`src/hw/rtl/swpm_pkg.sv`:
```
// ----------------------------------------------------------------------------
// Stack with pop-minimum: shared package
// Types, codes and constants shared by the cell chain, top level and checker.
// ----------------------------------------------------------------------------
package swpm_pkg;

    localparam int DEPTH     = 16;
    localparam int CNT_W     = $clog2(DEPTH + 1);
    localparam int DATA_W    = 32;
    localparam int OUT_CNT_W = 5;

    typedef logic signed [DATA_W-1:0] data_t;
    typedef logic [CNT_W-1:0]         count_t;

    typedef enum logic [1:0] {
        OP_PUSH = 2'd0,
        OP_POP  = 2'd1,
        OP_TOP  = 2'd2,
        OP_XMIN = 2'd3
    } op_t;

    typedef enum logic [1:0] {
        ST_OK    = 2'd0,
        ST_EMPTY = 2'd1,
        ST_FULL  = 2'd2,
        ST_NULL  = 2'd3
    } status_t;

    // What every cell does in a cycle.
    typedef enum logic [1:0] {
        CMD_HOLD = 2'd0,
        CMD_PUSH = 2'd1,
        CMD_POP  = 2'd2,
        CMD_XMIN = 2'd3
    } cell_cmd_t;

    typedef struct packed {
        cell_cmd_t cmd;
        data_t     gmin;
    } cell_ctl_t;

    // Data that travels between neighboring cells.
    typedef struct packed {
        data_t entry;
        data_t run_min;
    } cell_link_t;

    localparam data_t NULL_RESET = -32'sd11111;

    function automatic data_t min2(data_t a, data_t b);
        return (a < b) ? a : b;
    endfunction

endpackage

```
`src/hw/rtl/stack_with_pop_minimum_top.sv`:
```
// ----------------------------------------------------------------------------
// Stack with pop-minimum: top level
// Bounded LIFO stack of signed 32-bit values with push, pop, read top and
// pop-minimum, built as a chain of cells with the top of stack in cell 0.
// ----------------------------------------------------------------------------
//
//  Channel   Handshake              Beat contents
//  -------   --------------------   ------------------------------------------
//  in        in_valid / in_ready    op, push_value
//  out       out_valid / out_ready  result_value, status, is_empty, entry_count
//  cfg       cfg_valid / cfg_ready  cfg_data (null value register)
//
// Push, pop and read top need no repair. Pop-minimum is followed by a repair:
// a repair token starts just above the removed entry and climbs
// one cell per cycle to rebuild the running minimums above the gap.
// A result sits in the output register; a new beat is taken once the
// repair is done and that register is empty or being drained.
// Reset empties the stack and loads the null value with -11111; the entry
// storage itself needs no clearing since only occupied cells are ever read.
//
module stack_with_pop_minimum_top
(
    input  logic                    clk,
    input  logic                    rst_n,
    input  logic                    in_valid,
    output logic                    in_ready,
    input  swpm_pkg::op_t           op,
    input  logic signed [31:0]      push_value,
    output logic                    out_valid,
    input  logic                    out_ready,
    output logic signed [31:0]      result_value,
    output swpm_pkg::status_t       status,
    output logic                    is_empty,
    output logic [4:0]              entry_count,
    input  logic                    cfg_valid,
    output logic                    cfg_ready,
    input  logic signed [31:0]      cfg_data
);
    import swpm_pkg::*;

    // Control state.
    count_t  count_reg;
    count_t  count_next;
    data_t   null_reg;
    logic    out_valid_reg;

    // Output payload registers.
    data_t   res_reg;
    status_t status_reg;
    count_t  cnt_out_reg;

    logic      accept;
    logic      busy;
    cell_cmd_t cmd;
    data_t     res;
    status_t   st;
    cell_ctl_t ctl;

    // Links between cells; index DEPTH is the empty space below the bottom.
    cell_link_t      link_w  [DEPTH+1];
    logic [DEPTH:0]  occ_w;
    logic [DEPTH:0]  match_w;
    logic [DEPTH:0]  tok_w;
    logic [DEPTH:0]  above_w;
    cell_link_t      push_link;

    // A pop-minimum repair token anywhere in the chain holds off new beats.
    assign busy     = |tok_w[DEPTH-1:0];
    assign in_ready = !busy && (!out_valid_reg || out_ready);
    assign accept   = in_valid && in_ready;
    assign cfg_ready = 1'b1;

    // Cell 0 holds the top; its running minimum is the minimum of the stack.
    assign ctl.cmd  = cmd;
    assign ctl.gmin = link_w[0].run_min;

    // A new top's running minimum folds in the old one when the stack is not empty.
    assign push_link.entry   = push_value;
    assign push_link.run_min = occ_w[0] ? min2(push_value, link_w[0].run_min) : push_value;

    assign link_w[DEPTH].entry   = '0;
    assign link_w[DEPTH].run_min = '0;
    assign occ_w[DEPTH]   = 1'b0;
    assign match_w[DEPTH] = 1'b0;
    assign tok_w[DEPTH]   = 1'b0;
    assign above_w[0]     = 1'b0;

    for (genvar i = 0; i < DEPTH; i++)
    begin : g_cell
        assign occ_w[i] = (count_reg > count_t'(i));

        if (i == 0)
        begin : g_top
            swpm_cell u_cell
            (
                .clk       (clk),
                .rst_n     (rst_n),
                .ctl       (ctl),
                .occ       (occ_w[i]),
                .up_link   (push_link),
                .dn_link   (link_w[i+1]),
                .dn_occ    (occ_w[i+1]),
                .dn_match  (match_w[i+1]),
                .dn_tok    (tok_w[i+1]),
                .above_in  (above_w[i]),
                .link      (link_w[i]),
                .match     (match_w[i]),
                .above_out (above_w[i+1]),
                .tok       (tok_w[i])
            );
        end
        else
        begin : g_rest
            swpm_cell u_cell
            (
                .clk       (clk),
                .rst_n     (rst_n),
                .ctl       (ctl),
                .occ       (occ_w[i]),
                .up_link   (link_w[i-1]),
                .dn_link   (link_w[i+1]),
                .dn_occ    (occ_w[i+1]),
                .dn_match  (match_w[i+1]),
                .dn_tok    (tok_w[i+1]),
                .above_in  (above_w[i]),
                .link      (link_w[i]),
                .match     (match_w[i]),
                .above_out (above_w[i+1]),
                .tok       (tok_w[i])
            );
        end
    end

    // Operation decode. The null check comes ahead of the full check, and
    // every error leaves the stack untouched with a zero result.
    always_comb
    begin
        cmd        = CMD_HOLD;
        res        = '0;
        st         = ST_OK;
        count_next = count_reg;
        case (op)
            OP_PUSH:
            begin
                if (push_value == null_reg)
                begin
                    st = ST_NULL;
                end
                else if (count_reg == count_t'(DEPTH))
                begin
                    st = ST_FULL;
                end
                else
                begin
                    cmd        = CMD_PUSH;
                    count_next = count_reg + count_t'(1);
                end
            end
            OP_POP:
            begin
                if (!occ_w[0])
                begin
                    st = ST_EMPTY;
                end
                else
                begin
                    cmd        = CMD_POP;
                    res        = link_w[0].entry;
                    count_next = count_reg - count_t'(1);
                end
            end
            OP_TOP:
            begin
                if (!occ_w[0])
                begin
                    st = ST_EMPTY;
                end
                else
                begin
                    res = link_w[0].entry;
                end
            end
            OP_XMIN:
            begin
                if (!occ_w[0])
                begin
                    st = ST_EMPTY;
                end
                else
                begin
                    cmd        = CMD_XMIN;
                    res        = link_w[0].run_min;
                    count_next = count_reg - count_t'(1);
                end
            end
            default:
            begin
                st = ST_OK;
            end
        endcase
        // Without a beat the cells only keep their running minimums current.
        if (!accept)
        begin
            cmd        = CMD_HOLD;
            count_next = count_reg;
        end
    end

    always_ff @(posedge clk or negedge rst_n)
    begin
        if (!rst_n)
        begin
            count_reg     <= '0;
            null_reg      <= NULL_RESET;
            out_valid_reg <= 1'b0;
        end
        else
        begin
            count_reg <= count_next;
            if (cfg_valid && cfg_ready)
            begin
                null_reg <= cfg_data;
            end
            if (accept)
            begin
                out_valid_reg <= 1'b1;
            end
            else if (out_ready)
            begin
                out_valid_reg <= 1'b0;
            end
        end
    end

    always_ff @(posedge clk)
    begin
        if (accept)
        begin
            res_reg     <= res;
            status_reg  <= st;
            cnt_out_reg <= count_next;
        end
    end

    assign out_valid    = out_valid_reg;
    assign result_value = res_reg;
    assign status       = status_reg;
    assign is_empty     = (cnt_out_reg == '0);
    assign entry_count  = OUT_CNT_W'(cnt_out_reg);

endmodule

```
`src/hw/rtl/swpm_cell.sv`:
```
// ----------------------------------------------------------------------------
// Stack cell
// Holds one stack entry and the minimum of it and every entry below it.
// ----------------------------------------------------------------------------
module swpm_cell
(
    input  logic                 clk,
    input  logic                 rst_n,
    input  swpm_pkg::cell_ctl_t  ctl,
    input  logic                 occ,
    input  swpm_pkg::cell_link_t up_link,
    input  swpm_pkg::cell_link_t dn_link,
    input  logic                 dn_occ,
    input  logic                 dn_match,
    input  logic                 dn_tok,
    input  logic                 above_in,
    output swpm_pkg::cell_link_t link,
    output logic                 match,
    output logic                 above_out,
    output logic                 tok
);
    import swpm_pkg::*;

    data_t entry_reg;
    data_t entry_next;
    data_t min_reg;
    data_t min_next;
    logic  tok_reg;
    logic  tok_next;
    data_t fix_min;

    // The topmost occupied cell equal to the global minimum is the one removed.
    assign match     = occ && (entry_reg == ctl.gmin);
    assign above_out = above_in | match;

    // Running minimum rebuilt from the cell below.
    assign fix_min = dn_occ ? min2(entry_reg, dn_link.run_min) : entry_reg;

    always_comb
    begin
        entry_next = entry_reg;
        min_next   = fix_min;
        case (ctl.cmd)
            CMD_PUSH:
            begin
                entry_next = up_link.entry;
                min_next   = up_link.run_min;
            end
            CMD_POP:
            begin
                entry_next = dn_link.entry;
                min_next   = dn_link.run_min;
            end
            CMD_XMIN:
            begin
                if (above_out)
                begin
                    entry_next = dn_link.entry;
                    min_next   = dn_link.run_min;
                end
            end
            default:
            begin
                entry_next = entry_reg;
                min_next   = fix_min;
            end
        endcase
        // A repair token starts just above the removed cell and climbs one
        // cell a cycle toward the top.
        tok_next = (ctl.cmd == CMD_XMIN) ? (dn_match && !above_out) : dn_tok;
    end

    always_ff @(posedge clk)
    begin
        entry_reg <= entry_next;
        min_reg   <= min_next;
    end

    always_ff @(posedge clk or negedge rst_n)
    begin
        if (!rst_n)
        begin
            tok_reg <= 1'b0;
        end
        else
        begin
            tok_reg <= tok_next;
        end
    end

    assign link.entry   = entry_reg;
    assign link.run_min = min_reg;
    assign tok          = tok_reg;

endmodule

```
`config.mk`:
```
export PLATFORM = sky130hd
export DESIGN_NAME = stack_with_pop_minimum_top
export DESIGN_NICKNAME = d
export VERILOG_FILES = /design/src/hw/rtl/swpm_pkg.sv /design/src/hw/rtl/stack_with_pop_minimum_top.sv /design/src/hw/rtl/swpm_cell.sv
export SDC_FILE = /design/constraint.sdc
export NUM_CORES = 2
export LEC_CHECK = 0
export BUFFER_PORTS_ARGS = -buffer_cell sky130_fd_sc_hd__buf_4
export CAP_MARGIN = 20
export CORE_MARGIN = 2
export CORE_UTILIZATION = 40
export CTS_CLUSTER_DIAMETER = 50
export DETAILED_ROUTE_END_ITERATION = 7
export GPL_TIMING_DRIVEN = 1
export PLACE_DENSITY = 0.52
export SLEW_MARGIN = 40
export SYNTH_ARGS = -nofsm -noshare
export SYNTH_HDL_FRONTEND = slang
export SYNTH_SLANG_ARGS = --single-unit
```
`constraint.sdc`:
```
create_clock -name clk -period 5.9 [get_ports clk]
set_input_delay 1.18 -clock clk [delete_from_list [all_inputs] [get_ports clk]]
set_output_delay 1.18 -clock clk [all_outputs]
set_load 0.03 [all_outputs]
```
# After elaboration in Yosys (flattened, before gate mapping)
# Index checks and enable logic that the tools add are counted.
# word_totals
reg_bits	1116
wordCells	346
out_inout_bits	43
# classes
n_mux	130
n_eq_ne	40
n_lt_le_gt_ge	32
bitwise	15
add_sub_neg	2
n_reduce_logical	74
# ops
operator	count
$pmux W32 S3	32
$mux W32	65
$eq A32 B32 Y1	17
$lt A32 B32 Y1	16
$pmux W32 S2	1
$gt A5 B4 Y1 const B	8
$logic_and A1 B1 Y1	33
$ne A2 B1 Y1 const B	15
$reduce_and A2 Y1	15
$gt A5 B3 Y1 const B	4
$mux W1	20
$mux W5	4
$logic_not A1 Y1	17
$or A1 B1 Y1	15
$reduce_or A15 Y1	1
$gt A5 B1 Y1 const B	2
$gt A5 B2 Y1 const B	2
$mux W2	5
$pmux W5 S2	1
$eq A2 B2 Y1 const B	4
$pmux W2 S3	1
$add A5 B1 Y5 const B	1
$eq A5 B5 Y1 const B	1
$logic_not A5 Y1	1
other kinds (10)	12

# Depth between registers and ports, before layout
# logic_depth
ltp_word	19
depth_mapped	15
depth_no_buf	11

# Modules after synthesis
# Synthesis repeated with hierarchy kept, for this count alone.
# unflattened
cells_unflattened	7046
hier_area_um2	71309.6
# modules_own_cells
module	cells_each	area_per_inst_um2	n_inst
swpm_cell at g_cell[10].g_rest.u_cell ...	385	3972.6	8
swpm_cell at g_cell[3].g_rest.u_cell ...	372	3986.3	7
stack_with_pop_minimum_top	781	6558.8	1
swpm_cell at g_cell[0].g_top.u_cell	581	5066.1	1

# Worst setup path before layout
# OpenSTA, ideal clock, no wires.
# synth_path
path_kind	input port to flip-flop
start	input op[0]
end	register g_cell[10].g_rest.u_cell.entry_reg[0] (enable)
required_ns	5.508
cell_stages	11
arrival_time_ns	4.831
setup_ns	0.392
path_buffers	4
slack_ns	0.677
path_cell_list	inv_1 ha_1 clkbuf_1 inv_1 a211o_1 a21o_1 inv_1 buf_2 clkbuf_1 clkbuf_1 and2_1
# synth_via
elab_chain_cells	6
# synth_lines
item	line_no	text
start: declaration	stack_with_pop_minimum_top.sv:27	input swpm_pkg::op_t op,
$eq A2 B2 Y1 (tied with other cells)	stack_with_pop_minimum_top.sv:142	case (op)
$pmux W2 S3 *	stack_with_pop_minimum_top.sv:142	
$mux W2 *	stack_with_pop_minimum_top.sv:202	if (!accept)
$eq A2 B2 Y1 (tied with other cells)	n/a	
$ne A2 B1 Y1 (no source line) / $reduce_bool A3 Y1 (equally long branches)	n/a	
$reduce_and A2 Y1 (no source line) *	n/a	
end signal: assignment	swpm_cell.sv:75	entry_reg <= entry_next;
end: declaration	swpm_cell.sv:24	data_t entry_reg;
# Every way passes the cells marked *; elsewhere a longest branch is shown, timed or not.
# A chain may end at the register's enable or synchronous reset.

# Final worst setup path
# layout_path
start	register g_cell[1].g_rest.u_cell.tok_reg
end	register g_cell[1].g_rest.u_cell.min_reg[25]
# layout_via
elab_chain_cells	7
# layout_lines
item	line_no	text
start: declaration	swpm_cell.sv:28	logic tok_reg;
start signal: assignment	swpm_cell.sv:87	tok_reg <= tok_next;
$reduce_or A15 Y1 *	stack_with_pop_minimum_top.sv:68	assign busy = |tok_w[DEPTH-1:0];
$logic_not A1 Y1 *	stack_with_pop_minimum_top.sv:69	assign in_ready = !busy && (!out_valid_reg || out_ready);
$logic_and A1 B1 Y1 *	stack_with_pop_minimum_top.sv:69	
$logic_and A1 B1 Y1 *	stack_with_pop_minimum_top.sv:70	assign accept = in_valid && in_ready;
$mux W2 *	stack_with_pop_minimum_top.sv:202	
$eq A2 B2 Y1 (tied with other cells)	n/a	
$pmux W32 S3 *	swpm_cell.sv:43	case (ctl.cmd)
named net g_cell[1].g_rest.u_cell.min_next[25]	swpm_cell.sv:27	data_t min_next;
end signal: assignment	swpm_cell.sv:76	min_reg <= min_next;
end: declaration	swpm_cell.sv:26	data_t min_reg;
# Mark *: on every way through the listed nets, which the timed path passes. The rest lies on a longest branch.

==> results.json <==
{
  "rsz0062_at_grt": "no",
  "dominantRegCellSynth": "edfxtp_1",
  "synthTopCellsByArea": "edfxtp_1 23%, dfxtp_1 13%, nand2_1 9.8%",
  "synth-seq-cells": 1116,
  "io-pin-count": 114,
  "clock_tree.root_cell": "clkbuf_16",
  "share_clk_of_total_power": 0.228,
  "clk-insertion-delay-late_ns": 0.85,
  "routed_via_density": 6.47,
  "floorplan_core_area_mm2": 0.188,
  "criticalPathCategory": "reg2reg",
  "postCtsSetupRepairBufs": 0,
  "first_global_vias": 69577,
  "max_cap_viol_count": 0,
  "hold_violations": 0,
  "outcome": "complete, no violations",
  "power.combinational.fraction": 0.451,
  "peak_supply_drop_v": 0.000265,
  "postLayoutCellArea_mm2": 0.0860,
  "synth_nets": 9560,
  "power_frac_seq": 0.320,
  "setup-violations-final": 0,
  "synth_top_cell_by_area": "edfxtp_1",
  "layout.area.seq_mm2": 0.0285,
  "post_synth.cell_area_avg_um2": 8.46,
  "endpoint_kind": "flip-flop",
  "start_kind": "flip-flop",
  "max_freq_ghz": 0.211,
  "sw_frac_of_total": 0.473,
  "synth.distinct_cells": 101,
  "synth_cells": 8982,
  "power_density_mw_per_mm2": 551,
  "timing.critical_path.required_ns": 6.65,
  "topRoutingLayerUsed": "met5",
  "initialDrtViolationCount": 11935,
  "drive_gt1_frac": 0.0975,
  "timing_worst_slew_pin_value_ns": 1.00,
  "globalRoute.totalOverflow": 0,
  "total_leakage_power_nw": 36.6,
  "flow.area_growth_from_synthesis_pct": 13.3,
  "fill_cells": 18680,
  "met3WireLength_mm": 45.6,
  "place_hpwl_mm": 281,
  "synthesis.area_mm2": 0.0760,
  "fp-row-count": 159,
  "routed-via-count": 74926,
  "antenna_violations_before_repair": 6,
  "die_h_um": 440,
  "finalClockSkew_ns": 0.0385,
  "min-delay-path-class": "in2async",
  "post_cts.resized_instances": 0,
  "max_slew_margin": 0.325,
  "clock_tree_from_tritoncts": "built",
  "grt_pass1_wl_mm": 535,
  "grt_start_max_net_pins": 133,
  "total_placed_instance_area_mm2": 0.0800,
  "fin_crit_ns": 4.74,
  "gp_congestion": 0.981,
  "cts.reportedPaths.clkPinSlew_ns": 0.05,
  "cts_sinks": 1116,
  "yosys_warnings": 0,
  "worst-path-max-fanout": 54,
  "multi_input_comb_area_mm2": 0.0433,
  "detail-route-antenna-nets": 0,
  "place.port_buffers": 112,
  "synth_sequential_area_ratio": 0.375,
  "slew_violations": 0,
  "critical_path_arrival_ns": 5.50,
  "edff_count_synth": 583,
  "die_area_mm2": 0.193,
  "post_detailed_route_wirelength_per_cell_um": 33.1,
  "clockBufferDepth": 3,
  "initial_utilization": 0.404,
  "grt_usage": 0.384,
  "synthDominantCellAreaShare": 0.230,
  "internal_power_mw": 25.0,
  "met2_wirelength_mm": 150,
  "drt-total-wl_mm": 383,
  "cts_hold_buffers": 0,
  "fin_setup_tns_ns": 0,
  "layout.nets": 9500,
  "width_of_the_die_um": 440,
  "ys_async_sr_fraction": 0.0475,
  "final_min_period_over_clock_period": 0.804,
  "switching_power_mw": 22.4,
  "drt_pass1_iterations": 8,
  "htree_num_levels": 4,
  "number_of_buffers_created_by_cts": 173,
  "wl_met1_mm": 162,
  "drcViolationCount": 0
}
==> per-stage QoR <==
stage | hold slack (ns) | std cells | worst slack [ns] | power (mW) | util
global route | 0.372 | 11569 | 0.989 | 49.0 | 0.457
floorplan | 0.419 | 8982 | 0.677 | 25.9 | -
global placement | 0.459 | 11224 | 0.714 | 35.0 | 0.424
detailed placement | 0.464 | 11241 | 0.822 | 35.5 | 0.425
finish | 0.354 | 11573 | 1.16 | 47.4 | 0.457
CTS | 0.444 | 11568 | 1.35 | 46.4 | 0.457
==> power groups by stage <==
stage	clock network, mW	logic, mW	registers, mW
CTS	10.9	20.7	14.8
floorplan	0	13.6	12.3
finish	10.8	21.4	15.2
global route	11.2	22.7	15.1
detailed placement	0	20.6	15.0
global placement	0	19.9	15.1
==> placed cells by master, fill, tap and decap left out, types with 68 or more instances in the layout <==
| master | n |
|---|---|
| a21o_1 | 160 |
| a21oi_1 | 588 |
| a221o_1 | 90 |
| a22oi_1 | 231 |
| a2bb2oi_1 | 81 |
| buf_4 | 311 |
| clkbuf_16 | 185 |
| dfxtp_1 | 480 |
| edfxtp_1 | 583 |
| ha_1 | 507 |
| inv_1 | 550 |
| mux2i_1 | 222 |
| nand2_1 | 1970 |
| nand3_1 | 91 |
| nand4_1 | 151 |
| nor2_1 | 372 |
| nor3_1 | 68 |
| nor4_1 | 91 |
| o21a_1 | 97 |
| o21ai_0 | 464 |
| o221ai_1 | 69 |
| o22ai_1 | 124 |
| xnor2_1 | 300 |
| xor2_1 | 244 |
==> worst max-delay path: stages (launching register included) <==
cell and delay [ns]:
dfrtp_1 0.39, or4_1 0.67, nor4_2 0.30, and3_4 0.41
nand2_1 0.30, nor3b_4 0.54, buf_4 0.70, buf_4 0.70
nand2_1 0.15, a31o_2 0.28, a21oi_1 0.11
==> Yosys cell counts, drive strengths merged, types with 125 or more instances <==
master	n
a21o	161
a21oi	600
a22oi	231
buf	162
clkbuf	431
dfxtp	480
edfxtp	583
ha	507
inv	553
mux2i	225
nand2	1976
nand4	152
nor2	385
o21ai	472
o22ai	125
xnor2	300
xor2	244
==> cell families (layout without fill, tap and decap cells) <==
| logic type | after synthesis | in the layout | share of synthesized area |
|---|---|---|---|
| compound gates | 2427 | 2427 | 0.215 |
| mux | 266 | 266 | 0.0358 |
| flops | 1116 | 1116 | 0.375 |
| fa+ha+maj | 507 | 507 | 0.0835 |
| simple gates | 2975 | 2975 | 0.167 |
| other cells | 1 | 5 | 0.0000494 |
| xor+xnor | 544 | 544 | 0.0627 |
| buf+inv | 1146 | 1238 | 0.0615 |
==> final timing paths <==
path | start | end | slack [ns] | depth (start not counted)
setup / recovery | g_cell[1].g_rest.u_cell.tok$_DFF_PN0_ | g_cell[1].g_rest.u_cell.min_reg[25]$_DFF_P_ | 1.16 | 10
hold / removal | rst_n | null_reg[13]$_DFFE_PN0P_ | 0.35 | 1
setup reg to reg | g_cell[1].g_rest.u_cell.tok$_DFF_PN0_ | g_cell[1].g_rest.u_cell.min_reg[25]$_DFF_P_ | 1.16 | 10
hold reg to reg | g_cell[10].g_rest.u_cell.tok$_DFF_PN0_ | g_cell[9].g_rest.u_cell.tok$_DFF_PN0_ | 0.47 | 1
max in group asynchronous | rst_n | g_cell[1].g_rest.u_cell.tok$_DFF_PN0_ | 5.12 | 1
min in group clk | g_cell[10].g_rest.u_cell.tok$_DFF_PN0_ | g_cell[9].g_rest.u_cell.tok$_DFF_PN0_ | 0.47 | 1
==> per-layer routing <==
| layer | GRT usage | vias to the layer above |
|---|---|---|
| li1 | - | 32128 |
| met4 | 0.213 | 8 |
| met2 | 0.523 | 5262 |
| met3 | 0.0887 | 930 |
| met5 | 0 | - |
| met1 | 0.552 | 36598 |
==> final cells by class <==
cell class / count / share of cell area
multi-input cells: 6720 / 0.503
inverters: 553 / 0.0242
clock inverters: 101 / 0.0122
flip-flops and latches: 1116 / 0.331
diodes: 4 / 0.000116
repair buffers: 358 / 0.0359
well taps: 2495 / 0.0363
clock buffers: 226 / 0.0572
Note: power is estimated with default switching activity, not from simulation.
